**src/roi_gray_statistics_unit_macros.svh**
```systemverilog
// ---------------------------------------------------------------------------
// ROI gray statistics assertion macros
// Concurrent assertion wrappers that compile away for synthesis.
// ---------------------------------------------------------------------------
`ifndef ROI_GRAY_STATISTICS_UNIT_MACROS_SVH
`define ROI_GRAY_STATISTICS_UNIT_MACROS_SVH

`ifndef SYNTHESIS
`define ROI_ASSERT(lbl, clk, rst, prop, msg) \
  lbl: assert property (@(posedge clk) disable iff (rst) prop) else $error(msg);
`define ROI_ASSERT_NEVER(lbl, clk, rst, cond, msg) \
  lbl: assert property (@(posedge clk) disable iff (rst) !(cond)) else $error(msg);
`else
`define ROI_ASSERT(lbl, clk, rst, prop, msg)
`define ROI_ASSERT_NEVER(lbl, clk, rst, cond, msg)
`endif

`endif

```
**src/roi_gs_pkg.sv**
```systemverilog
// ---------------------------------------------------------------------------
// ROI gray statistics package
// Widths, register indexes, constants and shared types.
// ---------------------------------------------------------------------------
package roi_gs_pkg;

  localparam int SAMPLE_BITS  = 16;
  localparam int COORD_BITS   = 12;
  localparam int MAX_CHANNELS = 4;
  localparam int VAL_BITS     = 17;
  localparam int TOT_BITS     = 19;
  localparam int MAG_BITS     = 18;
  localparam int SUM_BITS     = 41;
  localparam int SQ_BITS      = 57;
  localparam int CNT_BITS     = 25;
  localparam int DIM_BITS     = 13;
  localparam int CC_BITS      = 3;
  localparam int MEAN_BITS    = 25;
  localparam int DEV_BITS     = 24;

  localparam int CFG_IDX_BITS  = 3;
  localparam int CFG_DATA_BITS = 16;

  localparam logic [CFG_IDX_BITS-1:0] REG_ROI_LEFT       = 3'd0;
  localparam logic [CFG_IDX_BITS-1:0] REG_ROI_TOP        = 3'd1;
  localparam logic [CFG_IDX_BITS-1:0] REG_ROI_WIDTH      = 3'd2;
  localparam logic [CFG_IDX_BITS-1:0] REG_ROI_HEIGHT     = 3'd3;
  localparam logic [CFG_IDX_BITS-1:0] REG_CHANNEL_COUNT  = 3'd4;
  localparam logic [CFG_IDX_BITS-1:0] REG_SKIP_ALPHA     = 3'd5;
  localparam logic [CFG_IDX_BITS-1:0] REG_SIGNED_SAMPLES = 3'd6;

  // Reciprocal of three, scaled by 2^20; exact floor for magnitudes below 2^18.
  localparam int              RECIP3_BITS  = 19;
  localparam int              RECIP3_SHIFT = 20;
  localparam logic [RECIP3_BITS-1:0] RECIP3 = 19'd349526;

  localparam logic signed [VAL_BITS-1:0] RUN_MIN_INIT = 17'sd65535;
  localparam logic signed [VAL_BITS-1:0] RUN_MAX_INIT = -17'sd32768;

  typedef logic signed [VAL_BITS-1:0] val_t;

  typedef struct packed {
    logic [CNT_BITS-1:0] count;
    logic [SUM_BITS-1:0] sum;
    logic [SQ_BITS-1:0]  sq;
    val_t                mn;
    val_t                mx;
  } roi_snap_t;

endpackage

```
**src/roi_gs_ifs.sv**
```systemverilog
// ---------------------------------------------------------------------------
// ROI gray statistics channel interfaces
// Pixel input, result output and register write channels.
// ---------------------------------------------------------------------------
interface roi_pix_if import roi_gs_pkg::*; ();
  logic                   valid;
  logic                   ready;
  logic [SAMPLE_BITS-1:0] sample_a;
  logic [SAMPLE_BITS-1:0] sample_b;
  logic [SAMPLE_BITS-1:0] sample_c;
  logic [SAMPLE_BITS-1:0] sample_d;
  logic                   end_of_line;
  logic                   end_of_frame;
  modport source (output valid, sample_a, sample_b, sample_c, sample_d, end_of_line,
                  end_of_frame, input ready);
  modport sink (input valid, sample_a, sample_b, sample_c, sample_d, end_of_line,
                end_of_frame, output ready);
endinterface

interface roi_res_if import roi_gs_pkg::*; ();
  logic                        valid;
  logic                        ready;
  logic signed [MEAN_BITS-1:0] mean_q8;
  logic [DEV_BITS-1:0]         stdev_q8;
  logic signed [VAL_BITS-1:0]  min_value;
  logic signed [VAL_BITS-1:0]  max_value;
  logic [CNT_BITS-1:0]         pixel_total;
  logic                        roi_empty;
  modport source (output valid, mean_q8, stdev_q8, min_value, max_value, pixel_total,
                  roi_empty, input ready);
  modport sink (input valid, mean_q8, stdev_q8, min_value, max_value, pixel_total,
                roi_empty, output ready);
endinterface

interface roi_cfg_if import roi_gs_pkg::*; ();
  logic                     valid;
  logic                     ready;
  logic [CFG_IDX_BITS-1:0]  index;
  logic [CFG_DATA_BITS-1:0] data;
  modport source (output valid, index, data, input ready);
  modport sink (input valid, index, data, output ready);
endinterface

```
**src/roi_gs_lane.sv**
```systemverilog
// ---------------------------------------------------------------------------
// ROI gray statistics channel lane
// Decodes one channel sample and offers it to the sum and min/max merge.
// ---------------------------------------------------------------------------
module roi_gs_lane import roi_gs_pkg::*; (
  input  logic                   clk,
  input  logic                   load,
  input  logic [SAMPLE_BITS-1:0] raw,
  input  logic                   signed_mode,
  input  logic                   en,
  output val_t                   val,
  output val_t                   lo,
  output val_t                   hi
);

  val_t v_r;
  logic en_r;

  always_ff @(posedge clk) begin
    if (load) begin
      v_r  <= signed_mode ? val_t'({raw[SAMPLE_BITS-1], raw}) : val_t'({1'b0, raw});
      en_r <= en;
    end
  end

  // A disabled lane adds nothing and never wins a compare.
  assign val = en_r ? v_r : '0;
  assign lo  = en_r ? v_r : RUN_MIN_INIT;
  assign hi  = en_r ? v_r : RUN_MAX_INIT;

endmodule

```
**src/roi_gs_merge.sv**
```systemverilog
// ---------------------------------------------------------------------------
// ROI gray statistics merge and accumulate
// Combines lane samples into the pixel average and keeps the frame sums.
// ---------------------------------------------------------------------------
module roi_gs_merge import roi_gs_pkg::*; (
  input  logic             clk,
  input  logic             rst,
  input  logic             load,
  input  logic             inroi,
  input  logic             eof,
  input  logic [CC_BITS-1:0] used,
  input  val_t             lane_val [MAX_CHANNELS],
  input  val_t             lane_lo [MAX_CHANNELS],
  input  val_t             lane_hi [MAX_CHANNELS],
  output logic             eof_busy,
  output logic             start,
  output roi_snap_t        snap
);

  localparam int PROD_BITS = MAG_BITS + RECIP3_BITS;

  logic               s1_valid, s1_inroi, s1_eof;
  logic [CC_BITS-1:0] s1_used;
  logic               s2_valid, s2_inroi, s2_eof, s2_neg;
  logic [CC_BITS-1:0] s2_used;
  logic [MAG_BITS-1:0] s2_mag;
  val_t               s2_min, s2_max;
  logic               s3_valid, s3_inroi, s3_eof, s3_neg;
  logic [VAL_BITS-1:0] s3_q;
  val_t               s3_min, s3_max;

  logic signed [TOT_BITS-1:0] total;
  logic [MAG_BITS-1:0]        tmag;
  val_t                       min01, min23, max01, max23, pmin, pmax;
  logic [PROD_BITS-1:0]       prod3;
  logic [MAG_BITS-1:0]        qsel;

  logic [SUM_BITS-1:0] average_sum, sum_new;
  logic [SQ_BITS-1:0]  square_sum, sq_new;
  logic [CNT_BITS-1:0] pixel_counter, cnt_new;
  val_t                running_min, running_max, min_new, max_new;
  logic [SUM_BITS-1:0] avg_ext;
  logic [2*VAL_BITS-1:0] qsq;

  always_comb begin
    total = '0;
    for (int k = 0; k < MAX_CHANNELS; k++) begin
      total = total + TOT_BITS'(lane_val[k]);
    end
  end

  assign tmag  = total[TOT_BITS-1] ? MAG_BITS'(-total) : MAG_BITS'(total);
  assign min01 = (lane_lo[0] < lane_lo[1]) ? lane_lo[0] : lane_lo[1];
  assign min23 = (lane_lo[2] < lane_lo[3]) ? lane_lo[2] : lane_lo[3];
  assign max01 = (lane_hi[0] > lane_hi[1]) ? lane_hi[0] : lane_hi[1];
  assign max23 = (lane_hi[2] > lane_hi[3]) ? lane_hi[2] : lane_hi[3];
  assign pmin  = (min01 < min23) ? min01 : min23;
  assign pmax  = (max01 > max23) ? max01 : max23;

  assign prod3 = PROD_BITS'(s2_mag) * PROD_BITS'(RECIP3);

  always_comb begin
    case (s2_used)
      3'd2:    qsel = s2_mag >> 1;
      3'd3:    qsel = MAG_BITS'(prod3 >> RECIP3_SHIFT);
      3'd4:    qsel = s2_mag >> 2;
      default: qsel = s2_mag;
    endcase
  end

  assign avg_ext = s3_neg ? -SUM_BITS'({1'b0, s3_q}) : SUM_BITS'({1'b0, s3_q});
  assign qsq     = (2*VAL_BITS)'(s3_q) * (2*VAL_BITS)'(s3_q);

  always_comb begin
    sum_new = average_sum;
    sq_new  = square_sum;
    cnt_new = pixel_counter;
    min_new = running_min;
    max_new = running_max;
    if (s3_valid && s3_inroi) begin
      sum_new = average_sum + avg_ext;
      sq_new  = square_sum + SQ_BITS'(qsq);
      cnt_new = pixel_counter + 1'b1;
      min_new = (s3_min < running_min) ? s3_min : running_min;
      max_new = (s3_max > running_max) ? s3_max : running_max;
    end
  end

  assign start      = s3_valid && s3_eof;
  assign snap.count = cnt_new;
  assign snap.sum   = sum_new;
  assign snap.sq    = sq_new;
  assign snap.mn    = min_new;
  assign snap.mx    = max_new;
  assign eof_busy   = (s1_valid && s1_eof) || (s2_valid && s2_eof) || (s3_valid && s3_eof);

  always_ff @(posedge clk) begin
    if (rst) begin
      s1_valid      <= 1'b0;
      s2_valid      <= 1'b0;
      s3_valid      <= 1'b0;
      average_sum   <= '0;
      square_sum    <= '0;
      pixel_counter <= '0;
      running_min   <= RUN_MIN_INIT;
      running_max   <= RUN_MAX_INIT;
    end else begin
      s1_valid <= load;
      s2_valid <= s1_valid;
      s3_valid <= s2_valid;
      // The end-of-frame beat hands its totals over and starts a fresh frame.
      if (start) begin
        average_sum   <= '0;
        square_sum    <= '0;
        pixel_counter <= '0;
        running_min   <= RUN_MIN_INIT;
        running_max   <= RUN_MAX_INIT;
      end else begin
        average_sum   <= sum_new;
        square_sum    <= sq_new;
        pixel_counter <= cnt_new;
        running_min   <= min_new;
        running_max   <= max_new;
      end
    end
  end

  always_ff @(posedge clk) begin
    if (load) begin
      s1_inroi <= inroi;
      s1_eof   <= eof;
      s1_used  <= used;
    end
    s2_inroi <= s1_inroi;
    s2_eof   <= s1_eof;
    s2_used  <= s1_used;
    s2_neg   <= total[TOT_BITS-1];
    s2_mag   <= tmag;
    s2_min   <= pmin;
    s2_max   <= pmax;
    s3_inroi <= s2_inroi;
    s3_eof   <= s2_eof;
    s3_neg   <= s2_neg;
    s3_q     <= VAL_BITS'(qsel);
    s3_min   <= s2_min;
    s3_max   <= s2_max;
  end

endmodule

```
**src/roi_gs_finish.sv**
```systemverilog
// ---------------------------------------------------------------------------
// ROI gray statistics frame finisher
// Serial multiply, divide and square root for mean and deviation.
// ---------------------------------------------------------------------------
`include "roi_gray_statistics_unit_macros.svh"

module roi_gs_finish import roi_gs_pkg::*; (
  input  logic      clk,
  input  logic      rst,
  input  logic      start,
  input  roi_snap_t snap,
  output logic      busy,
  roi_res_if.source res
);

  localparam int MUL_W  = SQ_BITS + CNT_BITS;
  localparam int MULB_W = SUM_BITS;
  localparam int DIV_W  = MUL_W + 16;
  localparam int DEN_W  = 2 * CNT_BITS;
  localparam int SQ_W   = 2 * DEV_BITS;
  localparam int CNT_W  = 7;

  localparam logic [CNT_W-1:0] DIV_LAST  = CNT_W'(DIV_W - 1);
  localparam logic [CNT_W-1:0] MUL_LAST  = CNT_W'(MULB_W - 1);
  localparam logic [CNT_W-1:0] SQRT_LAST = CNT_W'(DEV_BITS - 1);
  localparam logic [SQ_W-1:0]  SQRT_BIT0 = SQ_W'(1) << (SQ_W - 2);

  localparam logic [2:0] F_IDLE = 3'd0;
  localparam logic [2:0] F_DIVM = 3'd1;
  localparam logic [2:0] F_MUL1 = 3'd2;
  localparam logic [2:0] F_MUL2 = 3'd3;
  localparam logic [2:0] F_MUL3 = 3'd4;
  localparam logic [2:0] F_DIVV = 3'd5;
  localparam logic [2:0] F_SQRT = 3'd6;
  localparam logic [2:0] F_DONE = 3'd7;

  logic [2:0]       state;
  logic [CNT_W-1:0] cnt;

  logic [CNT_BITS-1:0] n_r;
  logic [SUM_BITS-1:0] smag;
  logic                neg_r;
  logic [SQ_BITS-1:0]  sq_r;
  val_t                mn_r, mx_r;
  logic                empty_r;
  logic [MEAN_BITS-1:0] mean_r;
  logic [DEV_BITS-1:0]  dev_r;

  logic [MUL_W-1:0]  mul_a, mul_acc, nq;
  logic [MULB_W-1:0] mul_b;
  logic [MUL_W-1:0]  acc_next;

  logic [DIV_W-1:0]   div_num, num_next;
  logic [DEN_W-1:0]   div_den, rem_next, div_rem;
  logic [DEN_W:0]     div_t;
  logic               div_ge;

  logic [SQ_W-1:0] sq_v, sq_res, sq_bit, res_next;
  logic [SQ_W:0]   sq_t;
  logic            sq_ge;

  logic [SUM_BITS-1:0]  in_smag;
  logic [MEAN_BITS-1:0] qm;
  logic                 out_valid, out_free;

  assign in_smag  = snap.sum[SUM_BITS-1] ? (~snap.sum + 1'b1) : snap.sum;
  assign acc_next = mul_b[0] ? mul_acc + mul_a : mul_acc;

  assign div_t    = {div_rem, div_num[DIV_W-1]};
  assign div_ge   = div_t >= {1'b0, div_den};
  assign rem_next = div_ge ? DEN_W'(div_t - {1'b0, div_den}) : DEN_W'(div_t);
  assign num_next = {div_num[DIV_W-2:0], div_ge};
  assign qm       = num_next[MEAN_BITS-1:0];

  assign sq_t     = {1'b0, sq_res} + {1'b0, sq_bit};
  assign sq_ge    = {1'b0, sq_v} >= sq_t;
  assign res_next = sq_ge ? (sq_res >> 1) + sq_bit : sq_res >> 1;

  assign busy      = state != F_IDLE;
  assign out_free  = !out_valid || res.ready;
  assign res.valid = out_valid;

  always_ff @(posedge clk) begin
    if (rst) begin
      state     <= F_IDLE;
      out_valid <= 1'b0;
    end else begin
      if (state == F_DONE && out_free) begin
        out_valid <= 1'b1;
      end else if (out_valid && res.ready) begin
        out_valid <= 1'b0;
      end
      unique case (state)
        F_IDLE: begin
          if (start) begin
            state <= (snap.count == '0) ? F_DONE : F_DIVM;
          end
        end
        F_DIVM: begin
          if (cnt == '0) begin
            state <= (n_r == CNT_BITS'(1)) ? F_DONE : F_MUL1;
          end
        end
        F_MUL1: begin
          if (cnt == '0) begin
            state <= F_MUL2;
          end
        end
        F_MUL2: begin
          if (cnt == '0) begin
            state <= (nq >= acc_next) ? F_MUL3 : F_DONE;
          end
        end
        F_MUL3: begin
          if (cnt == '0) begin
            state <= F_DIVV;
          end
        end
        F_DIVV: begin
          if (cnt == '0) begin
            state <= (|num_next[DIV_W-1:SQ_W]) ? F_DONE : F_SQRT;
          end
        end
        F_SQRT: begin
          if (cnt == '0) begin
            state <= F_DONE;
          end
        end
        F_DONE: begin
          if (out_free) begin
            state <= F_IDLE;
          end
        end
        default: state <= F_IDLE;
      endcase
    end
  end

  always_ff @(posedge clk) begin
    case (state)
      F_IDLE: begin
        n_r     <= snap.count;
        smag    <= in_smag;
        neg_r   <= snap.sum[SUM_BITS-1];
        sq_r    <= snap.sq;
        mn_r    <= snap.mn;
        mx_r    <= snap.mx;
        empty_r <= snap.count == '0;
        mean_r  <= '0;
        dev_r   <= '0;
        div_num <= {{(DIV_W-SUM_BITS-8){1'b0}}, in_smag, 8'b0};
        div_den <= {{(DEN_W-CNT_BITS){1'b0}}, snap.count};
        div_rem <= '0;
        cnt     <= DIV_LAST;
      end
      F_DIVM: begin
        if (cnt == '0) begin
          mean_r  <= neg_r ? (~qm + 1'b1) : qm;
          mul_a   <= {{(MUL_W-SQ_BITS){1'b0}}, sq_r};
          mul_b   <= {{(MULB_W-CNT_BITS){1'b0}}, n_r};
          mul_acc <= '0;
          cnt     <= MUL_LAST;
        end else begin
          cnt     <= cnt - 1'b1;
          div_num <= num_next;
          div_rem <= rem_next;
        end
      end
      F_MUL1: begin
        if (cnt == '0) begin
          nq      <= acc_next;
          mul_a   <= {{(MUL_W-SUM_BITS){1'b0}}, smag};
          mul_b   <= smag;
          mul_acc <= '0;
          cnt     <= MUL_LAST;
        end else begin
          cnt     <= cnt - 1'b1;
          mul_acc <= acc_next;
          mul_a   <= mul_a << 1;
          mul_b   <= mul_b >> 1;
        end
      end
      F_MUL2: begin
        if (cnt == '0) begin
          nq      <= nq - acc_next;
          mul_a   <= {{(MUL_W-CNT_BITS){1'b0}}, n_r};
          mul_b   <= {{(MULB_W-CNT_BITS){1'b0}}, n_r - 1'b1};
          mul_acc <= '0;
          cnt     <= MUL_LAST;
        end else begin
          cnt     <= cnt - 1'b1;
          mul_acc <= acc_next;
          mul_a   <= mul_a << 1;
          mul_b   <= mul_b >> 1;
        end
      end
      F_MUL3: begin
        if (cnt == '0) begin
          div_num <= {nq, 16'b0};
          div_den <= acc_next[DEN_W-1:0];
          div_rem <= '0;
          cnt     <= DIV_LAST;
        end else begin
          cnt     <= cnt - 1'b1;
          mul_acc <= acc_next;
          mul_a   <= mul_a << 1;
          mul_b   <= mul_b >> 1;
        end
      end
      F_DIVV: begin
        if (cnt == '0) begin
          // A quotient of 2^48 or more has a root that no longer fits the field.
          dev_r  <= '1;
          sq_v   <= num_next[SQ_W-1:0];
          sq_res <= '0;
          sq_bit <= SQRT_BIT0;
          cnt    <= SQRT_LAST;
        end else begin
          cnt     <= cnt - 1'b1;
          div_num <= num_next;
          div_rem <= rem_next;
        end
      end
      F_SQRT: begin
        if (cnt == '0) begin
          dev_r <= res_next[DEV_BITS-1:0];
        end else begin
          cnt    <= cnt - 1'b1;
          sq_v   <= sq_ge ? sq_v - sq_t[SQ_W-1:0] : sq_v;
          sq_res <= res_next;
          sq_bit <= sq_bit >> 2;
        end
      end
      F_DONE: begin
        if (out_free) begin
          res.mean_q8     <= empty_r ? '0 : mean_r;
          res.stdev_q8    <= empty_r ? '0 : dev_r;
          res.min_value   <= empty_r ? '0 : mn_r;
          res.max_value   <= empty_r ? '0 : mx_r;
          res.pixel_total <= n_r;
          res.roi_empty   <= empty_r;
        end
      end
      default: ;
    endcase
  end

  `ROI_ASSERT(a_start_idle, clk, rst, start |-> state == F_IDLE, "frame start while finisher busy")
  `ROI_ASSERT(a_sqrt_onehot, clk, rst, state == F_SQRT |-> $onehot(sq_bit), "root probe bit lost")
  `ROI_ASSERT(a_empty_total, clk, rst, (out_valid && res.roi_empty) |-> res.pixel_total == '0, "empty result with pixels")

endmodule

```
**src/roi_gray_statistics_unit.sv**
```systemverilog
// ---------------------------------------------------------------------------
// ROI gray statistics unit
// Mean and sample deviation of pixel averages, and extremes of channel samples, in a rectangle.
// ---------------------------------------------------------------------------
// Channel  Direction  Beat contents
// pix      in         four samples, end_of_line, end_of_frame
// res      out        mean_q8, stdev_q8, min_value, max_value, pixel_total, roi_empty
// cfg      in         register index and write data, always ready
//
// Pixels are taken one per cycle while pix.ready is high, through a three-stage
// lane and merge pipeline. An end-of-frame beat closes input until its result is
// built: it passes the pipeline, then the serial mean division, three multiplies,
// variance division and square root (partly skipped for an empty or single-pixel
// rectangle). A result waits in the output register while the next frame streams in.
// Reset is synchronous and clears position, sums and control state.
module roi_gray_statistics_unit import roi_gs_pkg::*; (
  input  logic      clk,
  input  logic      rst,
  roi_pix_if.sink   pix,
  roi_res_if.source res,
  roi_cfg_if.sink   cfg
);

  logic [COORD_BITS-1:0] roi_left, roi_top, column_pos, row_pos;
  logic [DIM_BITS-1:0]   roi_width, roi_height;
  logic [CC_BITS-1:0]    channel_count, cc, used;
  logic                  skip_alpha, signed_samples;
  logic                  accept, inroi, eof_busy, fin_busy, start;
  roi_snap_t             snap;

  logic [SAMPLE_BITS-1:0] raw [MAX_CHANNELS];
  val_t lane_val [MAX_CHANNELS];
  val_t lane_lo [MAX_CHANNELS];
  val_t lane_hi [MAX_CHANNELS];

  assign cfg.ready = 1'b1;
  assign pix.ready = !eof_busy && !fin_busy;
  assign accept    = pix.valid && pix.ready;

  assign cc   = (channel_count == '0) ? CC_BITS'(1) :
                (channel_count > CC_BITS'(MAX_CHANNELS)) ? CC_BITS'(MAX_CHANNELS) :
                channel_count;
  assign used = (cc == CC_BITS'(3) || (cc == CC_BITS'(4) && skip_alpha)) ? CC_BITS'(3) : cc;

  assign inroi = column_pos >= roi_left &&
                 {2'b0, column_pos} < {2'b0, roi_left} + {1'b0, roi_width} &&
                 row_pos >= roi_top &&
                 {2'b0, row_pos} < {2'b0, roi_top} + {1'b0, roi_height};

  assign raw[0] = pix.sample_a;
  assign raw[1] = pix.sample_b;
  assign raw[2] = pix.sample_c;
  assign raw[3] = pix.sample_d;

  always_ff @(posedge clk) begin
    if (rst) begin
      roi_left       <= '0;
      roi_top        <= '0;
      roi_width      <= '0;
      roi_height     <= '0;
      channel_count  <= CC_BITS'(1);
      skip_alpha     <= 1'b0;
      signed_samples <= 1'b0;
    end else if (cfg.valid) begin
      unique case (cfg.index)
        REG_ROI_LEFT:       roi_left       <= cfg.data[COORD_BITS-1:0];
        REG_ROI_TOP:        roi_top        <= cfg.data[COORD_BITS-1:0];
        REG_ROI_WIDTH:      roi_width      <= cfg.data[DIM_BITS-1:0];
        REG_ROI_HEIGHT:     roi_height     <= cfg.data[DIM_BITS-1:0];
        REG_CHANNEL_COUNT:  channel_count  <= cfg.data[CC_BITS-1:0];
        REG_SKIP_ALPHA:     skip_alpha     <= cfg.data[0];
        REG_SIGNED_SAMPLES: signed_samples <= cfg.data[0];
        default: ;
      endcase
    end
  end

  always_ff @(posedge clk) begin
    if (rst) begin
      column_pos <= '0;
      row_pos    <= '0;
    end else if (accept) begin
      if (pix.end_of_frame) begin
        column_pos <= '0;
        row_pos    <= '0;
      end else if (pix.end_of_line) begin
        column_pos <= '0;
        row_pos    <= row_pos + 1'b1;
      end else begin
        column_pos <= column_pos + 1'b1;
      end
    end
  end

  for (genvar k = 0; k < MAX_CHANNELS; k++) begin : g_lane
    roi_gs_lane u_lane (
      .clk         (clk),
      .load        (accept),
      .raw         (raw[k]),
      .signed_mode (signed_samples),
      .en          (CC_BITS'(k) < used),
      .val         (lane_val[k]),
      .lo          (lane_lo[k]),
      .hi          (lane_hi[k])
    );
  end

  roi_gs_merge u_merge (
    .clk      (clk),
    .rst      (rst),
    .load     (accept),
    .inroi    (inroi),
    .eof      (pix.end_of_frame),
    .used     (used),
    .lane_val (lane_val),
    .lane_lo  (lane_lo),
    .lane_hi  (lane_hi),
    .eof_busy (eof_busy),
    .start    (start),
    .snap     (snap)
  );

  roi_gs_finish u_finish (
    .clk   (clk),
    .rst   (rst),
    .start (start),
    .snap  (snap),
    .busy  (fin_busy),
    .res   (res)
  );

endmodule

```
**src/flat_wrapper.sv**
```systemverilog
// flat-port wrapper written by rule: the top's interface ports become plain ports
module roi_gray_statistics_unit_flat import roi_gs_pkg::*;
  (clk, rst, pix_valid, pix_sample_a, pix_sample_b, pix_sample_c, pix_sample_d, pix_end_of_line, pix_end_of_frame, pix_ready, res_valid, res_mean_q8, res_stdev_q8, res_min_value, res_max_value, res_pixel_total, res_roi_empty, res_ready, cfg_valid, cfg_index, cfg_data, cfg_ready);
  roi_pix_if pix_i ();
  roi_res_if res_i ();
  roi_cfg_if cfg_i ();
  input  logic clk;
  input  logic rst;
  input wire logic [$bits(pix_i.valid)-1:0] pix_valid;
  input wire logic [$bits(pix_i.sample_a)-1:0] pix_sample_a;
  input wire logic [$bits(pix_i.sample_b)-1:0] pix_sample_b;
  input wire logic [$bits(pix_i.sample_c)-1:0] pix_sample_c;
  input wire logic [$bits(pix_i.sample_d)-1:0] pix_sample_d;
  input wire logic [$bits(pix_i.end_of_line)-1:0] pix_end_of_line;
  input wire logic [$bits(pix_i.end_of_frame)-1:0] pix_end_of_frame;
  output wire logic [$bits(pix_i.ready)-1:0] pix_ready;
  output wire logic [$bits(res_i.valid)-1:0] res_valid;
  output wire logic [$bits(res_i.mean_q8)-1:0] res_mean_q8;
  output wire logic [$bits(res_i.stdev_q8)-1:0] res_stdev_q8;
  output wire logic [$bits(res_i.min_value)-1:0] res_min_value;
  output wire logic [$bits(res_i.max_value)-1:0] res_max_value;
  output wire logic [$bits(res_i.pixel_total)-1:0] res_pixel_total;
  output wire logic [$bits(res_i.roi_empty)-1:0] res_roi_empty;
  input wire logic [$bits(res_i.ready)-1:0] res_ready;
  input wire logic [$bits(cfg_i.valid)-1:0] cfg_valid;
  input wire logic [$bits(cfg_i.index)-1:0] cfg_index;
  input wire logic [$bits(cfg_i.data)-1:0] cfg_data;
  output wire logic [$bits(cfg_i.ready)-1:0] cfg_ready;
  assign pix_i.valid = pix_valid;
  assign pix_i.sample_a = pix_sample_a;
  assign pix_i.sample_b = pix_sample_b;
  assign pix_i.sample_c = pix_sample_c;
  assign pix_i.sample_d = pix_sample_d;
  assign pix_i.end_of_line = pix_end_of_line;
  assign pix_i.end_of_frame = pix_end_of_frame;
  assign pix_ready = pix_i.ready;
  assign res_valid = res_i.valid;
  assign res_mean_q8 = res_i.mean_q8;
  assign res_stdev_q8 = res_i.stdev_q8;
  assign res_min_value = res_i.min_value;
  assign res_max_value = res_i.max_value;
  assign res_pixel_total = res_i.pixel_total;
  assign res_roi_empty = res_i.roi_empty;
  assign res_i.ready = res_ready;
  assign cfg_i.valid = cfg_valid;
  assign cfg_i.index = cfg_index;
  assign cfg_i.data = cfg_data;
  assign cfg_ready = cfg_i.ready;
  roi_gray_statistics_unit u_core (.clk(clk), .rst(rst), .pix(pix_i), .res(res_i), .cfg(cfg_i));
endmodule
```
**config.mk**
```make
export PLATFORM = sky130hd
export DESIGN_NAME = roi_gray_statistics_unit_flat
export DESIGN_NICKNAME = d
export VERILOG_FILES = /design/src/roi_gs_pkg.sv /design/src/roi_gs_ifs.sv /design/src/roi_gs_lane.sv /design/src/roi_gs_merge.sv /design/src/roi_gs_finish.sv /design/src/roi_gray_statistics_unit.sv /design/src/flat_wrapper.sv
export VERILOG_INCLUDE_DIRS = /design/src /design/src/src
export SDC_FILE = /design/constraint.sdc
export NUM_CORES = 2
export LEC_CHECK = 0
export BUFFER_PORTS_ARGS = -buffer_cell sky130_fd_sc_hd__buf_2
export CAP_MARGIN = 10
export CORE_MARGIN = 2
export CORE_UTILIZATION = 40
export CTS_CLUSTER_SIZE = 16
export DETAILED_ROUTE_END_ITERATION = 10
export GPL_ROUTABILITY_DRIVEN = 0
export HOLD_SLACK_MARGIN = 0.02
export PLACE_DENSITY = 0.59
export SLEW_MARGIN = 30
export SYNTH_ARGS = -nofsm -noshare
export SYNTH_HDL_FRONTEND = slang
export SYNTH_SLANG_ARGS = --single-unit
```
**constraint.sdc**
```tcl
create_clock -name clk -period 36 [get_ports clk]
set_clock_uncertainty 0.1 [all_clocks]
set_input_delay 0 -clock clk [delete_from_list [all_inputs] [get_ports clk]]
set_output_delay 0 -clock clk [all_outputs]
set_load 0.02 [all_outputs]
```
==> metrics.txt <==
# TYPE chip_impl_metric gauge
chip_impl_metric{name="finalSetupViolCount",unit=""} 0
chip_impl_metric{name="detailedPlace.worstSlack",unit="ns"} 26.88
chip_impl_metric{name="die_area",unit="um^2"} 246700
chip_impl_info{name="crit_path_end_kind",value="flip-flop"} 1
chip_impl_info{name="post-synth-top-count-cell",value="edfxtp_1"} 1
chip_impl_metric{name="layoutNonFillerInstCount",unit=""} 13610
chip_impl_metric{name="worst-r2r-cell-count",unit=""} 29
chip_impl_metric{name="synth.avg_cell_area",unit="um^2"} 9.661
chip_impl_metric{name="grt_overflow",unit=""} 0
chip_impl_metric{name="h-tree-depth",unit=""} 4
chip_impl_metric{name="total_area_of_multi_input_combinational_cells",unit="um^2"} 54950
chip_impl_metric{name="drt_iter0_drc",unit=""} 6046
chip_impl_metric{name="postCtsSetupBuffers",unit=""} 0
chip_impl_metric{name="whs",unit="ns"} 0.1315
chip_impl_metric{name="yosysSeqAreaShare",unit=""} 0.3841
chip_impl_metric{name="synth-edff-count",unit=""} 1005
chip_impl_metric{name="synth.ff_latch_count",unit=""} 1360
chip_impl_info{name="cts-root-buf",value="clkbuf_16"} 1
chip_impl_metric{name="worst-endpoint-required",unit="ns"} 36.48
chip_impl_metric{name="drt_first_pass_iters",unit=""} 8
chip_impl_metric{name="fin_ws",unit="ns"} 26.61
chip_impl_metric{name="drc_errors",unit=""} 0
chip_impl_info{name="post_synth_most_frequent_cells",value="1,005 x edfxtp_1, 944 x inv_1, 913 x nand2_1"} 1
chip_impl_metric{name="placement.io_buffers",unit=""} 197
chip_impl_metric{name="report.final.slew_viol_count",unit=""} 0
chip_impl_metric{name="synth.yosys.warnings",unit=""} 0
chip_impl_metric{name="cts_buffer_depth",unit=""} 3
chip_impl_metric{name="floorplan.core_area",unit="um^2"} 241000
chip_impl_metric{name="effective_utilization_at_floorplan",unit=""} 0.4029
chip_impl_metric{name="numClockSinks",unit=""} 1360
chip_impl_metric{name="finalHoldViolCount",unit=""} 0
chip_impl_metric{name="layout.area.seq",unit="um^2"} 37290
chip_impl_metric{name="worstSkewPairLatency",unit="ns"} 0.86
chip_impl_metric{name="grt.total_usage",unit=""} 0.2155
chip_impl_metric{name="final_min_period_over_clock_period",unit=""} 0.2608
chip_impl_metric{name="max_freq",unit="MHz"} 106.5
chip_impl_metric{name="route.detailed.wl_per_inst",unit="um"} 19.74
chip_impl_info{name="r2r_start",value="u_core.u_finish.mul_a[1]"} 1
chip_impl_metric{name="fillCellCount",unit=""} 22680
chip_impl_info{name="tritoncts",value="yes"} 1
chip_impl_metric{name="netlist_instances",unit=""} 10050
chip_impl_metric{name="synth.top_cell.area_share",unit=""} 0.3109
chip_impl_info{name="setup_repair_after_global_routing_missed_its_margin",value="false"} 1
chip_impl_metric{name="layout_min_cycle_time",unit="ns"} 9.389
chip_impl_metric{name="die_x",unit="um"} 496.7
chip_impl_metric{name="drt.antenna.violating_nets",unit=""} 0
chip_impl_info{name="synth.largest_area_cell",value="edfxtp_1"} 1
chip_impl_metric{name="rows",unit=""} 180
chip_impl_metric{name="crit_fanout",unit=""} 7
chip_impl_metric{name="critPathMaxStageDelay",unit="ns"} 0.66
chip_impl_info{name="worst_hold_startpoint",value="cfg_index[0]"} 1
chip_impl_info{name="timing.critical_path.from_type",value="flip-flop"} 1
chip_impl_info{name="outcome",value="complete, no violations"} 1
chip_impl_metric{name="area.growth.synth_to_final",unit="%"} 12.10
chip_impl_metric{name="finish.net_count",unit=""} 11590
chip_impl_metric{name="timing.setup.tns",unit="ns"} 0
chip_impl_metric{name="drv_cap",unit=""} 0
chip_impl_metric{name="vias_per_cell",unit=""} 5.518
chip_impl_info{name="crit_start",value="u_core.u_finish.mul_a[1]"} 1
chip_impl_metric{name="grt_pass1_vias",unit=""} 74270
chip_impl_metric{name="ctsResizeCount",unit=""} 0
chip_impl_metric{name="clkTransAtPathRegs",unit="ns"} 0.06
chip_impl_info{name="min-delay-path-class",value="input pin to flip-flop"} 1
chip_impl_metric{name="initial_antenna_violation_count",unit=""} 10
chip_impl_metric{name="die_height",unit="um"} 496.7
chip_impl_metric{name="final_layout_size_suffix_gt1_frac",unit=""} 0.06628
chip_impl_info{name="cp_slowest_cell",value="nor4_1"} 1
chip_impl_metric{name="synth_async_sr_flop_share",unit=""} 0
chip_impl_metric{name="routed-via-count",unit=""} 75100
chip_impl_metric{name="crit_arrival",unit="ns"} 9.87
chip_impl_metric{name="min_path_cells",unit=""} 6
chip_impl_metric{name="grt_max_degree",unit=""} 111
chip_impl_info{name="setup.worst_path.class",value="flip-flop to flip-flop"} 1
chip_impl_metric{name="post_synth_instance_area",unit="um^2"} 97080
chip_impl_metric{name="place.detailed.instances",unit=""} 13110
chip_impl_info{name="postSynth.topFlopCell",value="edfxtp_1"} 1
chip_impl_metric{name="wirelength",unit="mm"} 268.6
chip_impl_metric{name="first_pass_grt_wire_length",unit="mm"} 421.0
chip_impl_metric{name="yosysUniqueCellTypes",unit=""} 88
chip_impl_metric{name="cts_inserted_buffers",unit=""} 159
chip_impl_metric{name="hpwl",unit="mm"} 201.7
chip_impl_info{name="crit_top_cell",value="a21oi_1"} 1
chip_impl_metric{name="io_pins",unit=""} 202
chip_impl_metric{name="worstMarginPinSlew",unit="ns"} 1.063
chip_impl_info{name="netlist_top_cells_area",value="edfxtp_1 31%, ha_1 11%, fa_1 7.9%"} 1
chip_impl_metric{name="slew-limit-headroom",unit=""} 0.2850
-- cells by family after synthesis --
| family | after synthesis | share of synthesized area |
|---|---|---|
| xor gates and xnor gates | 583 | 0.05259 |
| other | 1 | 0.00003863 |
| DFF | 1360 | 0.3841 |
| adders and majority gates | 1228 | 0.1877 |
| buffers and inverters | 1352 | 0.05236 |
| muxes | 211 | 0.02230 |
| and+or+nand+nor | 2950 | 0.1448 |
| AOI/OAI and AO/OA | 2364 | 0.1562 |
-- layout make-up --
| type | instances | share of cell area |
|---|---|---|
| sequential | 1360 | 0.3427 |
| multi-input combinational | 7338 | 0.5049 |
| clock buffer | 203 | 0.03958 |
| inverter | 947 | 0.03273 |
| timing repair buffer | 470 | 0.03247 |
| clock inverter | 93 | 0.01073 |
| antenna | 15 | 0.0003449 |
| tap | 3185 | 0.03662 |
-- cells in the final DEF (no fill, tap or decap), types with 112 or more instances in the layout --
master,synthesis,routed
a21o_1,324,324
a21oi_1,710,708
a31oi_1,123,123
and2_1,240,238
buf_2,4,197
clkbuf_16,0,162
dfxtp_1,355,349
dlygate4sd3_1,0,185
edfxtp_1,1005,1005
fa_1,381,381
ha_1,845,845
inv_1,944,941
mux2i_1,169,169
nand2_1,913,909
nand2b_1,136,134
nand3_1,128,128
nand4_1,112,112
nor2_1,785,779
nor2b_1,218,217
nor3_1,124,123
o21ai_0,467,464
xnor2_1,340,338
xor2_1,243,243
-- through the flow --
| step | util | instance area, um^2 |
|---|---|---|
| 2_1_floorplan | - | 97090 |
| 3_3_place_gp | 0.4208 | 101400 |
| 6_report | 0.4516 | 108800 |
| 5_1_grt | 0.4516 | 108800 |
| 4_1_cts | 0.4514 | 108800 |
| 3_5_place_dp | 0.4209 | 101400 |
-- sequential cells by signal, summed over array words and instances (netlist names), 48 cells and up --
register	flops
u_core.g_lane.u_lane.v_r	68
u_core.u_finish.div_den	50
u_core.u_finish.div_num	98
u_core.u_finish.div_rem	50
u_core.u_finish.mul_a	82
u_core.u_finish.mul_acc	82
u_core.u_finish.nq	82
u_core.u_finish.sq_r	57
u_core.u_finish.sq_res	48
u_core.u_finish.sq_v	48
u_core.u_merge.square_sum	57
-- metal layers --
metal,vias up,part of all wire,routed length (um),global-route usage
met3,455,0.060,16180,0.02904
met1,36620,0.43,116700,0.2838
li1,35790,-,-,-
met5,-,0.000082,22,0
met2,2223,0.47,126200,0.3631
met4,4,0.035,9467,0.07355
-- worst paths after layout --
| path | end | slack [ns] |
|---|---|---|
| min | u_core.signed_samples | 0.13 |
| max reg2reg | u_core.u_finish.nq[79] | 26.61 |
| min reg2reg | u_core.u_merge.s3_neg | 0.22 |
| max | u_core.u_finish.nq[79] | 26.61 |
-- critical path: cells and delay by family, from the launching register on --
| kind | cells | cell delay [ns] |
|---|---|---|
| simple gates | 7 | 2.34 |
| flops | 1 | 0.42 |
| compound gates | 16 | 4.71 |
| xor+xnor | 2 | 0.30 |
| mux | 2 | 0.54 |
| fa+ha+maj | 2 | 0.66 |
-- timing repair --
item / 4_1_cts / 5_1_grt
hold buffers: 185 / 0
setup endpoints to repair: 0 / 0
hold endpoints to repair: 173 / 0
Power is left out: the tool's default activity adds up to more than one toggle a clock period on the data nets, which glitch-free logic cannot reach.
